**src/design/nta_pkg.sv**
```systemverilog
`timescale 1ns / 1ps
// Package for the neighbor table with hold-timer aging.
// Table size, field widths, command codes and sequencer states. No dependencies.
package nta_pkg;

   localparam int MAX_NEIGHBORS = 16;
   localparam int IDX_W         = (MAX_NEIGHBORS > 1) ? $clog2(MAX_NEIGHBORS) : 1;
   localparam int ID_W          = 8;
   localparam int TIMER_W       = 4;
   localparam int COUNT_W       = 5;

   localparam logic [IDX_W-1:0] LAST_IDX = IDX_W'(MAX_NEIGHBORS - 1);

   localparam logic CMD_REFRESH = 1'b0;
   localparam logic CMD_TICK    = 1'b1;

   localparam logic [TIMER_W-1:0] HOLD_TIME_RESET = TIMER_W'(4);

   typedef enum logic [1:0] {
      ST_IDLE,
      ST_SCAN,
      ST_FINISH
   } seq_state_type;

endpackage

```
**src/design/nta_ifs.sv**
```systemverilog
`timescale 1ns / 1ps
// Valid/ready channel interfaces for the neighbor table: request, response, csr.
// Depends on nta_pkg for field widths.
interface nta_req_if;
   import nta_pkg::*;
   logic            valid;
   logic            ready;
   logic            command;
   logic [ID_W-1:0] neighbor_id;
   modport source (output valid, command, neighbor_id, input ready);
   modport sink   (input valid, command, neighbor_id, output ready);
endinterface

interface nta_rsp_if;
   import nta_pkg::*;
   logic               valid;
   logic               ready;
   logic [COUNT_W-1:0] neighbor_count;
   logic               hit;
   logic               dropped;
   logic [COUNT_W-1:0] expired_count;
   modport source (output valid, neighbor_count, hit, dropped, expired_count, input ready);
   modport sink   (input valid, neighbor_count, hit, dropped, expired_count, output ready);
endinterface

interface nta_csr_if;
   import nta_pkg::*;
   logic               valid;
   logic               ready;
   logic [TIMER_W-1:0] hold_time;
   modport source (output valid, hold_time, input ready);
   modport sink   (input valid, hold_time, output ready);
endinterface

```
**src/design/neighbor_table_aging_top.sv**
```systemverilog
`timescale 1ns / 1ps
// Neighbor table with hold-timer aging: table storage, scan sequencer, result register.
// Depends on nta_pkg and the channel interfaces in nta_ifs.sv.
//
//  channel  | dir | payload                                          | word accepted when
//  ---------+-----+--------------------------------------------------+--------------------
//  req_ch   | in  | command, neighbor_id                             | valid & ready
//  rsp_ch   | out | neighbor_count, hit, dropped, expired_count      | valid & ready
//  csr_ch   | in  | hold_time                                        | valid & ready (always ready)
//
// From accept to result, a single compare/decrement unit walks the table one entry per
//   cycle, then the finish state does the add and loads the result register.
// req_ch.ready is high only while the sequencer is idle, so the next word is taken at the
//   earliest in the idle cycle after the finish; no word is taken during a scan or finish.
// The result register holds a finished word while the next request is accepted; a
//   finish stalls only if the previous result has not been taken yet.
// Reset (synchronous, active high) clears all valid bits, the count and hold_time=4.
module neighbor_table_aging_top (
   input  logic     clock,
   input  logic     reset,
   nta_req_if.sink  req_ch,
   nta_rsp_if.source rsp_ch,
   nta_csr_if.sink  csr_ch
);
   import nta_pkg::*;

   // sequencer
   seq_state_type state_ff, state_in;
   logic          req_ready;
   logic          scan_en;
   logic          finish_en;

   // table: valid bits in flops, id and timer rows without reset
   logic [MAX_NEIGHBORS-1:0] entry_valid_ff;
   logic [ID_W-1:0]          entry_node_ff  [MAX_NEIGHBORS];
   logic [TIMER_W-1:0]       entry_timer_ff [MAX_NEIGHBORS];

   // per-item working registers
   logic               cmd_ff;
   logic [ID_W-1:0]    id_ff;
   logic [IDX_W-1:0]   idx_ff;
   logic               hit_ff;
   logic               free_found_ff;
   logic [IDX_W-1:0]   free_slot_ff;
   logic [COUNT_W-1:0] expired_ff;
   logic [COUNT_W-1:0] count_ff;      // valid entries, modulo 32
   logic [TIMER_W-1:0] hold_ff;

   // result register
   logic               rsp_valid_ff;
   logic [COUNT_W-1:0] rsp_count_ff;
   logic               rsp_hit_ff;
   logic               rsp_dropped_ff;
   logic [COUNT_W-1:0] rsp_expired_ff;

   // shared unit: one entry looked at per cycle
   logic               cur_valid;
   logic [ID_W-1:0]    cur_node;
   logic [TIMER_W-1:0] cur_timer;
   logic               id_match;
   logic               timer_dies;
   logic               do_add;
   logic               do_drop;

   assign cur_valid  = entry_valid_ff[idx_ff];
   assign cur_node   = entry_node_ff[idx_ff];
   assign cur_timer  = entry_timer_ff[idx_ff];
   assign id_match   = cur_valid && (cur_node == id_ff);
   assign timer_dies = (cur_timer <= TIMER_W'(1));

   // add or drop is decided only after the whole table was searched
   assign do_add  = (cmd_ff == CMD_REFRESH) && !hit_ff && free_found_ff;
   assign do_drop = (cmd_ff == CMD_REFRESH) && !hit_ff && !free_found_ff;

   // next state
   always_comb begin
      state_in = state_ff;
      case (state_ff)
         ST_IDLE: begin
            if (req_ch.valid) state_in = ST_SCAN;
         end
         ST_SCAN: begin
            if (idx_ff == LAST_IDX) state_in = ST_FINISH;
         end
         ST_FINISH: begin
            if (!rsp_valid_ff || rsp_ch.ready) state_in = ST_IDLE;
         end
         default: state_in = ST_IDLE;
      endcase
   end

   // sequencer outputs
   always_comb begin
      req_ready = 1'b0;
      scan_en   = 1'b0;
      finish_en = 1'b0;
      case (state_ff)
         ST_IDLE:   req_ready = 1'b1;
         ST_SCAN:   scan_en   = 1'b1;
         ST_FINISH: finish_en = !rsp_valid_ff || rsp_ch.ready;
         default: ;
      endcase
   end

   // control state
   always_ff @(posedge clock) begin
      if (reset) begin
         state_ff       <= ST_IDLE;
         entry_valid_ff <= '0;
         count_ff       <= '0;
         idx_ff         <= '0;
         rsp_valid_ff   <= 1'b0;
         hold_ff        <= HOLD_TIME_RESET;
      end else begin
         state_ff <= state_in;
         if (csr_ch.valid) hold_ff <= csr_ch.hold_time;

         if (req_ready && req_ch.valid) idx_ff <= '0;

         if (scan_en) begin
            idx_ff <= idx_ff + IDX_W'(1);
            if ((cmd_ff == CMD_TICK) && cur_valid && timer_dies) begin
               entry_valid_ff[idx_ff] <= 1'b0;
               count_ff               <= count_ff - COUNT_W'(1);
            end
         end

         if (finish_en && do_add) begin
            entry_valid_ff[free_slot_ff] <= 1'b1;
            count_ff                     <= count_ff + COUNT_W'(1);
         end

         if (finish_en)         rsp_valid_ff <= 1'b1;
         else if (rsp_ch.ready) rsp_valid_ff <= 1'b0;
      end
   end

   // payload: table rows, working registers, result fields
   always_ff @(posedge clock) begin
      if (req_ready && req_ch.valid) begin
         cmd_ff        <= req_ch.command;
         id_ff         <= req_ch.neighbor_id;
         hit_ff        <= 1'b0;
         free_found_ff <= 1'b0;
         free_slot_ff  <= '0;
         expired_ff    <= '0;
      end

      if (scan_en) begin
         if (cmd_ff == CMD_REFRESH) begin
            if (id_match) begin
               entry_timer_ff[idx_ff] <= hold_ff;
               hit_ff                 <= 1'b1;
            end else if (!cur_valid && !free_found_ff) begin
               free_slot_ff  <= idx_ff;
               free_found_ff <= 1'b1;
            end
         end else if (cur_valid) begin
            if (timer_dies) begin
               entry_timer_ff[idx_ff] <= '0;
               expired_ff             <= expired_ff + COUNT_W'(1);
            end else begin
               entry_timer_ff[idx_ff] <= cur_timer - TIMER_W'(1);
            end
         end
      end

      if (finish_en) begin
         if (do_add) begin
            entry_node_ff[free_slot_ff]  <= id_ff;
            entry_timer_ff[free_slot_ff] <= hold_ff;
         end
         rsp_count_ff   <= do_add ? (count_ff + COUNT_W'(1)) : count_ff;
         rsp_hit_ff     <= hit_ff;
         rsp_dropped_ff <= do_drop;
         rsp_expired_ff <= expired_ff;
      end
   end

   assign req_ch.ready          = req_ready;
   assign csr_ch.ready          = 1'b1;
   assign rsp_ch.valid          = rsp_valid_ff;
   assign rsp_ch.neighbor_count = rsp_count_ff;
   assign rsp_ch.hit            = rsp_hit_ff;
   assign rsp_ch.dropped        = rsp_dropped_ff;
   assign rsp_ch.expired_count  = rsp_expired_ff;

endmodule

```
**src/flat_wrapper.sv**
```systemverilog
// flat-port wrapper written by rule: the top's interface ports become plain ports
module neighbor_table_aging_top_flat import nta_pkg::*;
  (clock, reset, req_ch_valid, req_ch_command, req_ch_neighbor_id, req_ch_ready, rsp_ch_valid, rsp_ch_neighbor_count, rsp_ch_hit, rsp_ch_dropped, rsp_ch_expired_count, rsp_ch_ready, csr_ch_valid, csr_ch_hold_time, csr_ch_ready);
  nta_req_if req_ch_i ();
  nta_rsp_if rsp_ch_i ();
  nta_csr_if csr_ch_i ();
  input  logic clock;
  input  logic reset;
  input wire logic [$bits(req_ch_i.valid)-1:0] req_ch_valid;
  input wire logic [$bits(req_ch_i.command)-1:0] req_ch_command;
  input wire logic [$bits(req_ch_i.neighbor_id)-1:0] req_ch_neighbor_id;
  output wire logic [$bits(req_ch_i.ready)-1:0] req_ch_ready;
  output wire logic [$bits(rsp_ch_i.valid)-1:0] rsp_ch_valid;
  output wire logic [$bits(rsp_ch_i.neighbor_count)-1:0] rsp_ch_neighbor_count;
  output wire logic [$bits(rsp_ch_i.hit)-1:0] rsp_ch_hit;
  output wire logic [$bits(rsp_ch_i.dropped)-1:0] rsp_ch_dropped;
  output wire logic [$bits(rsp_ch_i.expired_count)-1:0] rsp_ch_expired_count;
  input wire logic [$bits(rsp_ch_i.ready)-1:0] rsp_ch_ready;
  input wire logic [$bits(csr_ch_i.valid)-1:0] csr_ch_valid;
  input wire logic [$bits(csr_ch_i.hold_time)-1:0] csr_ch_hold_time;
  output wire logic [$bits(csr_ch_i.ready)-1:0] csr_ch_ready;
  assign req_ch_i.valid = req_ch_valid;
  assign req_ch_i.command = req_ch_command;
  assign req_ch_i.neighbor_id = req_ch_neighbor_id;
  assign req_ch_ready = req_ch_i.ready;
  assign rsp_ch_valid = rsp_ch_i.valid;
  assign rsp_ch_neighbor_count = rsp_ch_i.neighbor_count;
  assign rsp_ch_hit = rsp_ch_i.hit;
  assign rsp_ch_dropped = rsp_ch_i.dropped;
  assign rsp_ch_expired_count = rsp_ch_i.expired_count;
  assign rsp_ch_i.ready = rsp_ch_ready;
  assign csr_ch_i.valid = csr_ch_valid;
  assign csr_ch_i.hold_time = csr_ch_hold_time;
  assign csr_ch_ready = csr_ch_i.ready;
  neighbor_table_aging_top u_core (.clock(clock), .reset(reset), .req_ch(req_ch_i), .rsp_ch(rsp_ch_i), .csr_ch(csr_ch_i));
endmodule
```
**config.mk**
```make
export PLATFORM = sky130hd
export DESIGN_NAME = neighbor_table_aging_top_flat
export DESIGN_NICKNAME = d
export VERILOG_FILES = /design/src/design/nta_pkg.sv /design/src/design/nta_ifs.sv /design/src/design/neighbor_table_aging_top.sv /design/src/flat_wrapper.sv
export SDC_FILE = /design/constraint.sdc
export NUM_CORES = 1
export LEC_CHECK = 0
export BUFFER_PORTS_ARGS = -buffer_cell sky130_fd_sc_hd__buf_2
export CAP_MARGIN = 20
export CORE_MARGIN = 4
export CORE_UTILIZATION = 62
export CTS_BUF_LIST = sky130_fd_sc_hd__clkbuf_16
export DETAILED_ROUTE_END_ITERATION = 16
export PLACE_DENSITY = 0.9
export SETUP_SLACK_MARGIN = 0.15
export SKIP_CTS_REPAIR_TIMING = 1
export SYNTH_ARGS = -nofsm -noshare
export SYNTH_HDL_FRONTEND = slang
export SYNTH_SLANG_ARGS = --single-unit
```
**constraint.sdc**
```tcl
create_clock -name clock -period 4.8 [get_ports clock]
set_clock_uncertainty 0.05 [all_clocks]
set_input_delay 0.24 -clock clock [delete_from_list [all_inputs] [get_ports clock]]
set_output_delay 0.24 -clock clock [all_outputs]
set_load 0.01 [all_outputs]
```
==> results.txt <==
status = finished with violations
violated checks = negative hold slack
VDD IR max = 0.377 mV
DIE AREA = 19,400 um2
CP startpoint kind = register
area delta synth->final = 11.5%
Post-Syn Nets = 708
# Max-Cap Violations = 0
Hold Slack = -0.0150 ns
Reg2Reg Depth = 9
first-pass detailed-route iteration total = 6
Post-Route WL = 25,200 um
FMAX = 236 MHz
Seq cells post-synth = 260
grt ovf = 0
hold depth = 3
post-synth top area cell = edfxtp_1
period utilization = 88.3%
Routed Antenna Nets = 0
critical path arrival = 4.36 ns
register area share after synthesis = 68.6%
Mapped Area = 10,700 um2
Final Hold Violating Endpoints = 1
Die Width = 139 um
layout cells sized above 1 = 19.8%
minimum clock period = 4.24 ns
Gate Count Post-Synth = 681
WS Path Type = reg2reg
I/O Buffers = 31
unrepaired setup endpoints after global routing = false
cell row count = 47
Clock Tree Root = clkbuf_16
DR vias/cell = 6.81
vias in the first global route = 6,518
P per Cell Area = 369 nW/um2
type of element capturing the critical path = register
largest net degree at the start of global routing = 33
syn avg cell area = 15.7 um2
drt drc = 0
synth top area cells = edfxtp_1 (60%), mux4_2 (10%), dfxtp_1 (8.8%)
Final Wtd Congestion = 0.913
number of flops mapped to enable cells by yosys = 213
clock buffer depth = 3
htree depth = 1
CTS sink count = 260
ANT cells = 0
# IOs = 33
Distinct cells, synth = 51
Clk Latency, worst-skew pair = 0.52 ns
Initial DRC Count = 974
Post-DP HPWL = 14,700 um
total CTS buffers = 24
Slew Limit Headroom = 35.3%
Syn. warnings = 0
Avg WL per Cell = 26.1 um
Yosys top cell area share = 59.8%
first-pass GRT wire length = 38,800 um
CTS tree = yes
leakage = 3.96 nW
via count = 6,599
CTS clk-pin slew, worst paths = 0.06 ns
nets@finish = 759
Slew @ Worst Pin = 0.970 ns
Worst Path Required = 4.92 ns
Floorplan Core Area = 16,800 um2
final setup fails = 0
Final Util = 71.1%
Slew Viols, Final = 0
# fillers = 929
dominant synthesized flop cell = edfxtp_1
total track usage = 25.7%
starting density of the core = 63.8%
Max FO, Critical Path = 25
Die Span Y = 139 um
Setup TNS = 0 ns
antenna violations before repair = 0
worst hold path class = in2reg
Post-synth ARST share = 0%
Design Power = 4.40 mW
-- cells by family (layout without fill, tap and decap cells) --
| family | Yosys count | count (layout) | synth area share, % |
|---|---|---|---|
| flip-flops | 260 | 260 | 68.6 |
| AND/OR/NAND/NOR | 143 | 143 | 6.71 |
| AO/OA/AOI/OAI | 100 | 100 | 5.78 |
| multiplexers | 81 | 81 | 13.3 |
| buffers and inverters | 63 | 131 | 2.48 |
| XOR/XNOR | 24 | 24 | 1.97 |
| adder cells (fa/ha/maj) | 9 | 9 | 1.05 |
| other | 1 | 1 | 0.0351 |
-- metrics by stage --
step | std cells | hold WS, ns | worst slack, ns | instance area, um2
final | 969 | -0.0150 | 0.560 | 11900
after global routing | 969 | 0.00864 | 0.353 | 11900
after CTS | 955 | -0.166 | 0.575 | 11800
after detailed placement | 912 | 0.368 | 0.733 | 11100
after global placement | 912 | 0.366 | 0.980 | 11100
after floorplan | 681 | 0.277 | 0.900 | 10700
-- cell type report --
type | count | area, um2 | area share, %
tap | 220 | 275 | 2.31
inverter | 29 | 109 | 0.913
clock buffer | 25 | 626 | 5.25
multi-input combinational | 358 | 3090 | 25.9
clock inverter | 18 | 81.3 | 0.682
timing repair buffer | 59 | 400 | 3.36
sequential | 260 | 7340 | 61.6
-- cells in the final DEF (no fill, tap or decap), types with 6 or more instances in the layout --
cell type,n
xnor2_1,16
a21oi_1,37
nor3_1,12
ha_1,9
nor2b_1,9
buf_4,14
nand2_1,40
mux4_2,48
mux2_2,10
nand4_1,8
buf_2,31
clkbuf_16,25
xor2_1,8
edfxtp_1,213
inv_1,37
nand2b_1,9
o21ai_0,30
o22ai_1,8
nor2_1,31
dfxtp_1,44
dlygate4sd3_1,14
mux2i_1,23
or3_1,6
nand3_1,10
-- registers in the layout, summed over array words and instances (netlist names), 2 cells and up, named ones only --
signal,count
u_core.state_ff,2
u_core.entry_node_ff,128
u_core.expired_ff,5
u_core.free_slot_ff,4
u_core.idx_ff,4
u_core.entry_timer_ff,64
u_core.rsp_ch.expired_count,5
u_core.id_ff,8
u_core.hold_ff,4
u_core.rsp_ch.neighbor_count,5
u_core.entry_valid_ff,16
u_core.count_ff,5
-- path summary, 6_finish.rpt --
kind	slack (ns)	from	endpoint
max	0.56	register	u_core.entry_timer_ff[1][1]$_DFFE_PP_
min	-0.01	rsp_ch_ready	u_core.rsp_ch.valid$_SDFFE_PP0P_
max reg2reg	0.56	register	u_core.entry_timer_ff[1][1]$_DFFE_PP_
min reg2reg	0.43	u_core.entry_valid_ff[8]$_SDFF_PP0_	u_core.entry_valid_ff[8]$_SDFF_PP0_
-- Yosys cell counts (all sizes together), types with 3 or more instances --
cell and n:
nor2 31, clkbuf 16, a21oi 37, xnor2 16, mux2i 23, a221oi 4
and2 4, or4 3, ha 9, nor2b 9, a211oi 3, nand3 10
buf 18, dfxtp 47, o22ai 8, nand4 8, nand2 40, xor2 8
mux2 10, and3 3, inv 29, or3 6, mux4 48, o21ai 30
nand2b 10, nor3 12, edfxtp 213, o211ai 5
-- per-layer routing --
layer	GRT usage, %	part of all wire [%]	vias up
met3	4.84	11	86
met1	35.7	36	3267
met4	10.1	4.3	0
met5	0	0	-
met2	40.9	49	532
li1	-	-	2714
-- report_power, final --
| group | switching [mW] | internal, mW | total, mW |
|---|---|---|---|
| clock | 0.811 | 0.940 | 1.75 |
| combinational | 0.0835 | 0.0695 | 0.153 |
| sequential | 0.0410 | 2.45 | 2.49 |
| total | 0.936 | 3.46 | 4.40 |
-- critical path, stage by stage, from the launching register on --
cell and delay (ns):
dfxtp_2 0.79, buf_4 0.37, mux4_2 0.57, mux2i_1 0.22, xor2_1 0.19, and3_1 0.20
o211ai_1 0.18, a2111oi_4 0.61, o211ai_2 0.25, a21oi_1 0.44
(Power assumes the default switching activity.)
